File: src/design/sse_pkg.sv
// shared types, sizes and sequencer states of the shell sort engine
// no dependencies; used by the channel interfaces and the core
package sse_pkg;

   localparam int DEPTH  = 64;
   localparam int DATA_W = 32;
   localparam int ADDR_W = (DEPTH > 1) ? $clog2(DEPTH) : 1;
   localparam int CNT_W  = $clog2(DEPTH + 1);

   typedef logic signed [DATA_W-1:0] data_type;
   typedef logic [ADDR_W-1:0]        addr_type;
   typedef logic [CNT_W-1:0]         cnt_type;

   // sequencer states
   typedef enum logic [3:0] {
      ST_LOAD,
      ST_PASS,
      ST_HOLD_RD,
      ST_HOLD_CAP,
      ST_CMP_RD,
      ST_CMP,
      ST_PLACE,
      ST_EMIT_RD,
      ST_EMIT
   } state_type;

endpackage

File: src/design/sse_if.sv
// valid/ready channel interfaces for sample beats in and sorted beats out
// depends on sse_pkg
interface sse_req_if;
   logic              valid;
   logic              ready;
   sse_pkg::data_type sample_value;
   logic              batch_end;

   modport source (output valid, output sample_value, output batch_end, input ready);
   modport sink   (input valid, input sample_value, input batch_end, output ready);
endinterface

interface sse_rsp_if;
   logic              valid;
   logic              ready;
   sse_pkg::data_type sorted_value;
   logic              final_flag;
   logic              overflow_flag;

   modport source (output valid, output sorted_value, output final_flag,
                   output overflow_flag, input ready);
   modport sink   (input valid, input sorted_value, input final_flag,
                   input overflow_flag, output ready);
endinterface

File: src/design/shell_sort_engine_core.sv
// Batch sorter: values stream in one per beat into a local store of
// sse_pkg::DEPTH entries; the beat carrying batch_end closes the batch. The store is then
// sorted ascending (signed) by Shell sort with gaps n/2, n/4, ... 1, and the n values stream
// out in order, the last one with final_flag set; overflow_flag is set on every output beat
// if values beyond the store depth were dropped. Input is not taken while sorting or
// emitting. All work goes through the one store memory (one write, one read port) and one
// signed comparator: an insertion step reads and captures its element, reads and compares
// each neighbour a gap below, shifting it up while greater, then writes the held value into
// place; ST_PASS opens each gap pass and ends the sort; output reads then offers each value.
// depends on sse_pkg, sse_if and sse_ram
module shell_sort_engine_core (
   input  logic      clock,
   input  logic      reset,
   sse_req_if.sink   req_ch,
   sse_rsp_if.source rsp_ch
);

   sse_pkg::state_type state_ff, state_in;
   sse_pkg::cnt_type   fill_ff, fill_in;
   logic               drop_ff, drop_in;
   sse_pkg::addr_type  gap_ff, gap_in;
   sse_pkg::addr_type  idx_ff, idx_in;
   sse_pkg::addr_type  pos_ff, pos_in;
   sse_pkg::data_type  hold_ff, hold_in;

   logic                      wr_en;
   sse_pkg::addr_type         wr_addr;
   logic [sse_pkg::DATA_W-1:0] wr_data;
   sse_pkg::addr_type         rd_addr;
   logic [sse_pkg::DATA_W-1:0] rd_data;

   logic              req_beat;
   logic              rsp_beat;
   logic              store_full;
   sse_pkg::cnt_type  fill_inc;
   sse_pkg::cnt_type  idx_next;
   logic              more_idx;
   logic              pos_ge_gap;
   logic              shift_up;
   logic              last_out;

   // store
   sse_ram #(
      .WIDTH (sse_pkg::DATA_W),
      .DEPTH (sse_pkg::DEPTH)
   ) u_store (
      .clock   (clock),
      .wr_en   (wr_en),
      .wr_addr (wr_addr),
      .wr_data (wr_data),
      .rd_addr (rd_addr),
      .rd_data (rd_data)
   );

   // shared compare and index arithmetic
   assign req_beat   = req_ch.valid && req_ch.ready;
   assign rsp_beat   = rsp_ch.valid && rsp_ch.ready;
   assign store_full = (fill_ff == sse_pkg::CNT_W'(sse_pkg::DEPTH));
   assign fill_inc   = store_full ? fill_ff : fill_ff + 1'b1;
   assign idx_next   = sse_pkg::CNT_W'(idx_ff) + 1'b1;
   assign more_idx   = (idx_next < fill_ff);
   assign last_out   = (idx_next == fill_ff);
   assign pos_ge_gap = (pos_ff >= gap_ff);
   assign shift_up   = ($signed(rd_data) > hold_ff);

   // next state
   always_comb begin
      state_in = state_ff;
      unique case (state_ff)
         sse_pkg::ST_LOAD: begin
            if (req_beat && req_ch.batch_end) begin
               state_in = sse_pkg::ST_PASS;
            end
         end
         sse_pkg::ST_PASS: begin
            if (gap_ff == '0) begin
               state_in = sse_pkg::ST_EMIT_RD;
            end else begin
               state_in = sse_pkg::ST_HOLD_RD;
            end
         end
         sse_pkg::ST_HOLD_RD:  state_in = sse_pkg::ST_HOLD_CAP;
         sse_pkg::ST_HOLD_CAP: state_in = sse_pkg::ST_CMP_RD;
         sse_pkg::ST_CMP_RD: begin
            if (pos_ge_gap) begin
               state_in = sse_pkg::ST_CMP;
            end else begin
               state_in = sse_pkg::ST_PLACE;
            end
         end
         sse_pkg::ST_CMP: begin
            if (shift_up) begin
               state_in = sse_pkg::ST_CMP_RD;
            end else begin
               state_in = sse_pkg::ST_PLACE;
            end
         end
         sse_pkg::ST_PLACE: begin
            if (more_idx) begin
               state_in = sse_pkg::ST_HOLD_RD;
            end else begin
               state_in = sse_pkg::ST_PASS;
            end
         end
         sse_pkg::ST_EMIT_RD: state_in = sse_pkg::ST_EMIT;
         sse_pkg::ST_EMIT: begin
            if (rsp_beat) begin
               if (last_out) begin
                  state_in = sse_pkg::ST_LOAD;
               end else begin
                  state_in = sse_pkg::ST_EMIT_RD;
               end
            end
         end
         default: state_in = sse_pkg::ST_LOAD;
      endcase
   end

   // memory port and handshake outputs
   always_comb begin
      wr_en        = 1'b0;
      wr_addr      = pos_ff;
      wr_data      = rd_data;
      rd_addr      = idx_ff;
      req_ch.ready = 1'b0;
      rsp_ch.valid = 1'b0;
      unique case (state_ff)
         sse_pkg::ST_LOAD: begin
            req_ch.ready = 1'b1;
            wr_en        = req_beat && !store_full;
            wr_addr      = sse_pkg::ADDR_W'(fill_ff);
            wr_data      = req_ch.sample_value;
         end
         sse_pkg::ST_CMP_RD: begin
            rd_addr = pos_ff - gap_ff;
         end
         sse_pkg::ST_CMP: begin
            wr_en = shift_up;
         end
         sse_pkg::ST_PLACE: begin
            wr_en   = 1'b1;
            wr_data = hold_ff;
         end
         sse_pkg::ST_EMIT: begin
            rsp_ch.valid = 1'b1;
         end
         default: begin
         end
      endcase
   end

   assign rsp_ch.sorted_value  = $signed(rd_data);
   assign rsp_ch.final_flag    = last_out;
   assign rsp_ch.overflow_flag = drop_ff;

   // datapath register next values
   always_comb begin
      fill_in = fill_ff;
      drop_in = drop_ff;
      gap_in  = gap_ff;
      idx_in  = idx_ff;
      pos_in  = pos_ff;
      hold_in = hold_ff;
      unique case (state_ff)
         sse_pkg::ST_LOAD: begin
            if (req_beat) begin
               fill_in = fill_inc;
               if (store_full) begin
                  drop_in = 1'b1;
               end
               gap_in = sse_pkg::ADDR_W'(fill_inc >> 1);
            end
         end
         sse_pkg::ST_PASS: begin
            idx_in = (gap_ff == '0) ? '0 : gap_ff;
         end
         sse_pkg::ST_HOLD_CAP: begin
            hold_in = $signed(rd_data);
            pos_in  = idx_ff;
         end
         sse_pkg::ST_CMP: begin
            if (shift_up) begin
               pos_in = pos_ff - gap_ff;
            end
         end
         sse_pkg::ST_PLACE: begin
            if (more_idx) begin
               idx_in = sse_pkg::ADDR_W'(idx_next);
            end else begin
               gap_in = gap_ff >> 1;
            end
         end
         sse_pkg::ST_EMIT: begin
            if (rsp_beat) begin
               if (last_out) begin
                  fill_in = '0;
                  drop_in = 1'b0;
               end else begin
                  idx_in = sse_pkg::ADDR_W'(idx_next);
               end
            end
         end
         default: begin
         end
      endcase
   end

   // control registers
   always_ff @(posedge clock) begin
      if (reset) begin
         state_ff <= sse_pkg::ST_LOAD;
         fill_ff  <= '0;
         drop_ff  <= 1'b0;
      end else begin
         state_ff <= state_in;
         fill_ff  <= fill_in;
         drop_ff  <= drop_in;
      end
   end

   // datapath registers
   always_ff @(posedge clock) begin
      gap_ff  <= gap_in;
      idx_ff  <= idx_in;
      pos_ff  <= pos_in;
      hold_ff <= hold_in;
   end

`ifndef NO_ASSERTIONS
   // never taking samples while a sorted beat is on offer
   a_no_overlap: assert property (@(posedge clock) disable iff (reset)
      !(req_ch.ready && rsp_ch.valid))
      else $error("input taken while output valid");

   // fill count stays within the store
   a_fill_range: assert property (@(posedge clock) disable iff (reset)
      fill_ff <= sse_pkg::CNT_W'(sse_pkg::DEPTH))
      else $error("fill count beyond store depth");

   // a dropped value only happens with a full store
   a_drop_full: assert property (@(posedge clock) disable iff (reset)
      drop_ff |-> store_full)
      else $error("drop mark set without full store");

   // after the final beat the block is empty and ready for the next batch
   a_final_empty: assert property (@(posedge clock) disable iff (reset)
      (rsp_beat && rsp_ch.final_flag) |=> (req_ch.ready && fill_ff == '0 && !drop_ff))
      else $error("batch not cleared after final beat");
`endif

endmodule

File: src/design/sse_ram.sv
// generic single-port-write, single-port-read ram with registered read data
// no dependencies
module sse_ram #(
   parameter int WIDTH = 32,
   parameter int DEPTH = 64
) (
   input  logic                                  clock,
   input  logic                                  wr_en,
   input  logic [((DEPTH > 1) ? $clog2(DEPTH) : 1)-1:0] wr_addr,
   input  logic [WIDTH-1:0]                      wr_data,
   input  logic [((DEPTH > 1) ? $clog2(DEPTH) : 1)-1:0] rd_addr,
   output logic [WIDTH-1:0]                      rd_data
);

   logic [WIDTH-1:0] mem_ff [DEPTH];

   // write port
   always_ff @(posedge clock) begin
      if (wr_en) begin
         mem_ff[wr_addr] <= wr_data;
      end
   end

   // registered read port
   always_ff @(posedge clock) begin
      rd_data <= mem_ff[rd_addr];
   end

endmodule

File: src/flat_wrapper.sv
// flat-port wrapper written by rule: the top's interface ports become plain ports
module shell_sort_engine_core_flat 
  (clock, reset, req_ch_valid, req_ch_sample_value, req_ch_batch_end, req_ch_ready, rsp_ch_valid, rsp_ch_sorted_value, rsp_ch_final_flag, rsp_ch_overflow_flag, rsp_ch_ready);
  sse_req_if req_ch_i ();
  sse_rsp_if rsp_ch_i ();
  input  logic clock;
  input  logic reset;
  input wire logic [$bits(req_ch_i.valid)-1:0] req_ch_valid;
  input wire logic [$bits(req_ch_i.sample_value)-1:0] req_ch_sample_value;
  input wire logic [$bits(req_ch_i.batch_end)-1:0] req_ch_batch_end;
  output wire logic [$bits(req_ch_i.ready)-1:0] req_ch_ready;
  output wire logic [$bits(rsp_ch_i.valid)-1:0] rsp_ch_valid;
  output wire logic [$bits(rsp_ch_i.sorted_value)-1:0] rsp_ch_sorted_value;
  output wire logic [$bits(rsp_ch_i.final_flag)-1:0] rsp_ch_final_flag;
  output wire logic [$bits(rsp_ch_i.overflow_flag)-1:0] rsp_ch_overflow_flag;
  input wire logic [$bits(rsp_ch_i.ready)-1:0] rsp_ch_ready;
  assign req_ch_i.valid = req_ch_valid;
  assign req_ch_i.sample_value = req_ch_sample_value;
  assign req_ch_i.batch_end = req_ch_batch_end;
  assign req_ch_ready = req_ch_i.ready;
  assign rsp_ch_valid = rsp_ch_i.valid;
  assign rsp_ch_sorted_value = rsp_ch_i.sorted_value;
  assign rsp_ch_final_flag = rsp_ch_i.final_flag;
  assign rsp_ch_overflow_flag = rsp_ch_i.overflow_flag;
  assign rsp_ch_i.ready = rsp_ch_ready;
  shell_sort_engine_core u_core (.clock(clock), .reset(reset), .req_ch(req_ch_i), .rsp_ch(rsp_ch_i));
endmodule
File: config.mk
export PLATFORM = sky130hd
export DESIGN_NAME = shell_sort_engine_core_flat
export DESIGN_NICKNAME = d
export VERILOG_FILES = /design/src/design/sse_pkg.sv /design/src/design/sse_if.sv /design/src/design/shell_sort_engine_core.sv /design/src/design/sse_ram.sv /design/src/flat_wrapper.sv
export SDC_FILE = /design/constraint.sdc
export NUM_CORES = 2
export LEC_CHECK = 0
export BUFFER_PORTS_ARGS = -buffer_cell sky130_fd_sc_hd__buf_2
export CAP_MARGIN = 30
export CELL_PAD_IN_SITES_DETAIL_PLACEMENT = 1
export CELL_PAD_IN_SITES_GLOBAL_PLACEMENT = 2
export CORE_MARGIN = 10
export CORE_UTILIZATION = 43
export CTS_CLUSTER_DIAMETER = 120
export CTS_CLUSTER_SIZE = 12
export DETAILED_ROUTE_END_ITERATION = 10
export PLACE_DENSITY = 0.85
export SKIP_CTS_REPAIR_TIMING = 1
export SYNTH_ARGS = -nofsm -noshare
export SYNTH_HDL_FRONTEND = slang
export SYNTH_SLANG_ARGS = --single-unit
File: constraint.sdc
create_clock -name clock -period 5 [get_ports clock]
set_input_delay 0.5 -clock clock [delete_from_list [all_inputs] [get_ports clock]]
set_output_delay 0.5 -clock clock [all_outputs]
set_load 0.02 [all_outputs]
Word level (Yosys, flattened, before mapping)
Memory sizes are Yosys's and may differ from the RTL's. A register that Yosys moved wholly into a read port is not among the register bits. Cells that the tools add are included.

Register bits: 62. Memory bits (writable): 2048. Input port bits: 37. Output and inout bits: 36. Logic and storage cells: 89. Memories kept: 1.

Memory list: u_core.u_store.mem_ff (depth 64, width 32, rd ports 1, clocked after Yosys merged registers in 1, write ports 1, RTL line sse_ram.sv:15) `logic [WIDTH-1:0] mem_ff [DEPTH];`.

Add/subtract/negate cells: 3. $lt $le $gt $ge: 3. Equal/unequal tests: 20. Multiplexer cells: 36. Reductions and logical operators: 18.

Operators with widths (count): one-hot mux 32 bit (2 select lines) (1); two-way mux 6 bit (9); one-hot mux 4 bit (9 select lines) (1); > comparator 32 bit (1); two-way mux 7 bit (4); one-hot mux 6 bit (2 select lines) (2); one-hot mux 6 bit (3 select lines) (1); equality test 4 x 3 -> 1 bit (second input constant) (4); one-hot mux 7 bit (2 select lines) (1); != test 2 x 1 -> 1 bit (second input constant) (6); AND reduction 5 bit (2); equality test 4 x 2 -> 1 bit (second input constant) (2); two-way mux 1 bit (8); two-way mux 4 bit (2); != test 2 bit (second input constant) (4); AND reduction 4 bit (2); adder 6 x 1 -> 7 bit (second input constant) (1); adder 7 x 1 -> 7 bit (second input constant) (1); equality test 7 bit (1); equality test 7 bit (second input constant) (1); < comparator 7 bit (1); >= comparator 6 bit (1); zero test 6 bit (1); two-way mux 2 bit (3); other kinds (13) (20).

Longest topological paths before layout
Depth after elaboration: 7. Depth in mapped cells: 16. Gate-level depth less buffers: 12.

Cells and area by module
Synthesis repeated with hierarchy kept, for this count alone.

Cell total of the unflattened synthesis: 3808. Area total of the unflattened synthesis: 82967.1 um^2.

By module, submodules not included: sse_ram (instances 1, cells an instance 3324, area an instance 78515.3 um^2, seq. area each 62139.6 um^2); shell_sort_engine_core (instances 1, cells an instance 484, area an instance 4451.8 um^2, seq. area each 1741.7 um^2).

Worst setup path before layout
No wires, ideal clock.

Path kind: flip-flop to flip-flop. From: reg u_core.u_store.rd_data[13] (read register of u_core.u_store.mem_ff). To: mem u_core.u_store.mem_ff[24][0], enable pin. Setup time: 0.461 ns. Arrival: 4.502 ns. Required time: 4.539 ns. Path slack: 0.037 ns. Cell stages (with the launch flop): 11. Buffers on the path: 1. Clock period less this slack: 4.963 ns. Cells stage by stage: dfxtp_1 -> ha_1 -> nand4_1 -> nor2_1 -> inv_1 -> o311ai_0 -> o21ai_0 -> a211oi_1 -> a211oi_2 -> clkbuf_1 -> nor3_1.

Longest elaborated chain between the ends: 4.

Ends and longest elaborated chain: from (decl) (RTL line sse_ram.sv:12) `output logic [WIDTH-1:0] rd_data`; > comparator 32 bit (RTL line shell_sort_engine_core.sv:64) `assign shift_up = ($signed(rd_data) > hold_ff);`; one-hot mux 1 bit (3 select lines) (RTL line shell_sort_engine_core.sv:127) `unique case (state_ff)`; two-way mux 1 bit (RTL line sse_ram.sv:19) `if (wr_en) begin`; two-way mux 1 bit (not written as such) (RTL line sse_ram.sv:20) `mem_ff[wr_addr] <= wr_data;`; to (decl) (RTL line sse_ram.sv:15).

Every way passes these cells.

Worst setup path in the final report
From: reg u_core.pos_ff[0]. To: reg u_core.u_store.rd_data[17] (read register of u_core.u_store.mem_ff).

Longest elaborated chain between the ends: 2.

Ends and longest elaborated chain: from (decl) (RTL line shell_sort_engine_core.sv:23) `sse_pkg::addr_type pos_ff, pos_in;`; from (signal assigned) (RTL line shell_sort_engine_core.sv:225) `pos_ff <= pos_in;`; subtractor 6 bit (RTL line shell_sort_engine_core.sv:135) `rd_addr = pos_ff - gap_ff;`; two-way mux 6 bit (RTL line shell_sort_engine_core.sv:127).

Every way passes these cells. A chain may end at the register's enable or synchronous reset.

==> metrics <==
status=finished, final reports clean; initial antenna violation count=18; Seq cells post-synth=2,142; count of different cell masters after synthesis=61; top cells by instance count after synthesis=edfxtp_1 (2,098), nand2_1 (1,107), nand3_1 (410), mux4_2 (243), mux2i_1 (171); Clock Sinks=2,142; Tmin final=4.575 ns; drt initial violations=6,416; register area share after synthesis=0.7530; CP max stage cell=nor3_1; Initial DRT Pass Iterations=6; Die W=464.2 um; sum of negative setup slack=0 ns; Port Buffers=72; YS warnings=0; gpl congestion=0.8588; async set-or-reset flop fraction in the synthesized netlist=0; Cell Pwr Density=436.7 nW/um2; crit start category=flip-flop; Clock Latency Late Sink=0.88 ns; DRT antenna net count=0; final hold vios=0; period utilisation layout=0.9150; Crit. End Element=flip-flop; first-pass GRT wire length=372.7 mm; Post-Syn Nets=5,358; largest net degree at the start of global routing=109; vias in the first global route=51,836; Root Buffer=clkbuf_16; Hold WC Path Type=input pin to flip-flop; post-synth top area cell=edfxtp_1; synthesized instance count=5,272; Synth area leaders=edfxtp_1 (74%), mux4_2 (6.5%), nand2_1 (4.9%); Setup CP Type=flip-flop to flip-flop; peak supply drop=368.7 uV; P_leak=31.60 nW; Worst Tran Pin Value=1.109 ns; htree depth=4; row cnt=162; Setup Viol. Count Final=0; Initial Utilization=0.4337; Syn Std Cell Area=84,830 um2; final slew viol count=0; die height=464.2 um; Worst Path Arrival=5.24 ns; Largest stage delay, worst path=0.77 ns; final net count=5,597; Final Non-Filler Cells=8,215; EDFF count, synth=2,098; fillcell total=18,563; routed len/inst=31.46 um; Buf+Inv Stages, Crit Path=3; clk slew on worst S/H paths=0.07 ns; area of the core=195,600 um2; WL final=258.4 mm; GRT Total Usage=0.2337; Peak Freq=0.2186 GHz; relative slew slack=0.2531; Vias=50,456; drt via density=6.142; count leader, synth=edfxtp_1; crit path cell chain=inv_1, ha_1, inv_1, fa_1, xor2_1, mux2_8, buf_12, nand2_1, nand3_1, nand2_1, o21ai_0, a211oi_1, nor3_1; ys flop type=edfxtp_1; share of layout cells above drive strength 1=0.1675; unrepaired setup endpoints after global routing=false; max cap viols=0; Die Area=215,400 um2; total global routing overflow=0; clk_skew=0.06164 ns; Yosys top cell area share=0.7427; Top Family by Delay on Critical Path=simple AND/OR/NAND/NOR gates; Crit path required time=5.67 ns; crit-path max FO=60; hpwl dp=157.2 mm; R2R Setup Slk=0.43 ns; CTS Buffer Depth=3; Layout area overhead=12.88%; # DRC=0; placed cells=7,923; CTS tree=built; Num CTS Buffers=196; Avg Inst Size Synth=16.09 um2; Top Ports=73
layout by cell type, fill, tap and decap left out, types with 42 or more instances in the layout:
cell,Yosys,final
ha_1,48,48
nor3_2,1,68
mux2i_1,171,169
nor2_1,62,55
clkbuf_1,135,64
nand2_1,1107,1075
dfxtp_1,44,44
a21oi_1,73,73
buf_12,0,44
a311oi_1,42,42
inv_1,54,54
a31oi_1,95,95
buf_2,92,73
edfxtp_1,2098,2098
nand3_1,410,410
clkbuf_16,0,197
o21ai_0,59,57
a32oi_1,74,74
buf_4,52,231
a22oi_1,63,63
mux4_2,243,243
final cells by class:
cell class / instances / area [um2] / area share
clock buffers: 261 / 5170 / 0.05399
diodes: 2 / 5.005 / 0.00005227
flip-flops and latches: 2142 / 63880 / 0.6671
multi-input cells: 2765 / 19840 / 0.2071
clock inverters: 15 / 320.3 / 0.003345
repair buffers: 352 / 3057 / 0.03192
inverters: 54 / 202.7 / 0.002117
well taps: 2624 / 3283 / 0.03429
registers in the layout, summed over array words and instances, names as in the netlist, 4 cells and up:
signal / cells
u_core.u_store.mem_ff: 2048
u_core.hold_ff: 32
u_core.u_store.rd_data: 32
u_core.fill_ff: 7
u_core.gap_ff: 6
u_core.idx_ff: 6
u_core.pos_ff: 6
u_core.state_ff: 4
stage by stage:
step | hold slack [ns] | setup WS [ns] | power, mW | area [um2] | utilization
finish | 0.03210 | 0.4252 | 41.81 | 95750 | 0.4895
global route | 0.01701 | 0.2972 | 43.01 | 95750 | 0.4895
CTS | -0.07580 | 0.1119 | 41.82 | 95540 | 0.4884
detailed placement | 0.4970 | 0.1737 | 28.32 | 90050 | 0.4604
global placement | 0.4669 | 0.2946 | 28.04 | 89990 | 0.4601
floorplan | 0.5017 | 0.03735 | 25.05 | 84830 | -
per-layer routing:
layer	wire, um	track usage
met1	98280	0.3103
met5	88	0
met4	12560	0.1055
met3	24220	0.04427
met2	123300	0.3744
tightest hold or removal path, stage by stage:
cell and delay [ns]:
buf_2 0.11, o22ai_1 0.08, and2_1 0.14
final timing paths:
check	start	end	cells after the start
worst max-delay path	u_core.pos_ff[0]	u_core.u_store.rd_data[17]	13
worst min-delay path	rsp_ch_ready	u_core.state_ff[3]	3
worst min register to register	u_core.u_store.rd_data[26]	u_core.hold_ff[26]	0
worst max register to register	u_core.pos_ff[0]	u_core.u_store.rd_data[17]	13
kinds of logic (layout without fill, tap and decap cells):
logic type,after synthesis,in the layout,share of synthesized area
compound gates,508,508,0.04230
xor+xnor,13,13,0.001342
fa+ha+maj,49,49,0.007316
buf+inv,365,682,0.02083
flops,2142,2142,0.7530
mux,427,427,0.08649
other cells,0,2,0
simple gates,1768,1768,0.08869
where the power goes:
part / total [mW] / leakage [nW] / internal, mW / switching [mW]
clock network: 13.7 / 2.63 / 7.19 / 6.47
registers: 21.4 / 19.3 / 21.1 / 0.270
logic: 6.77 / 9.68 / 1.77 / 5.00
Power figures use the tool's default switching activity.
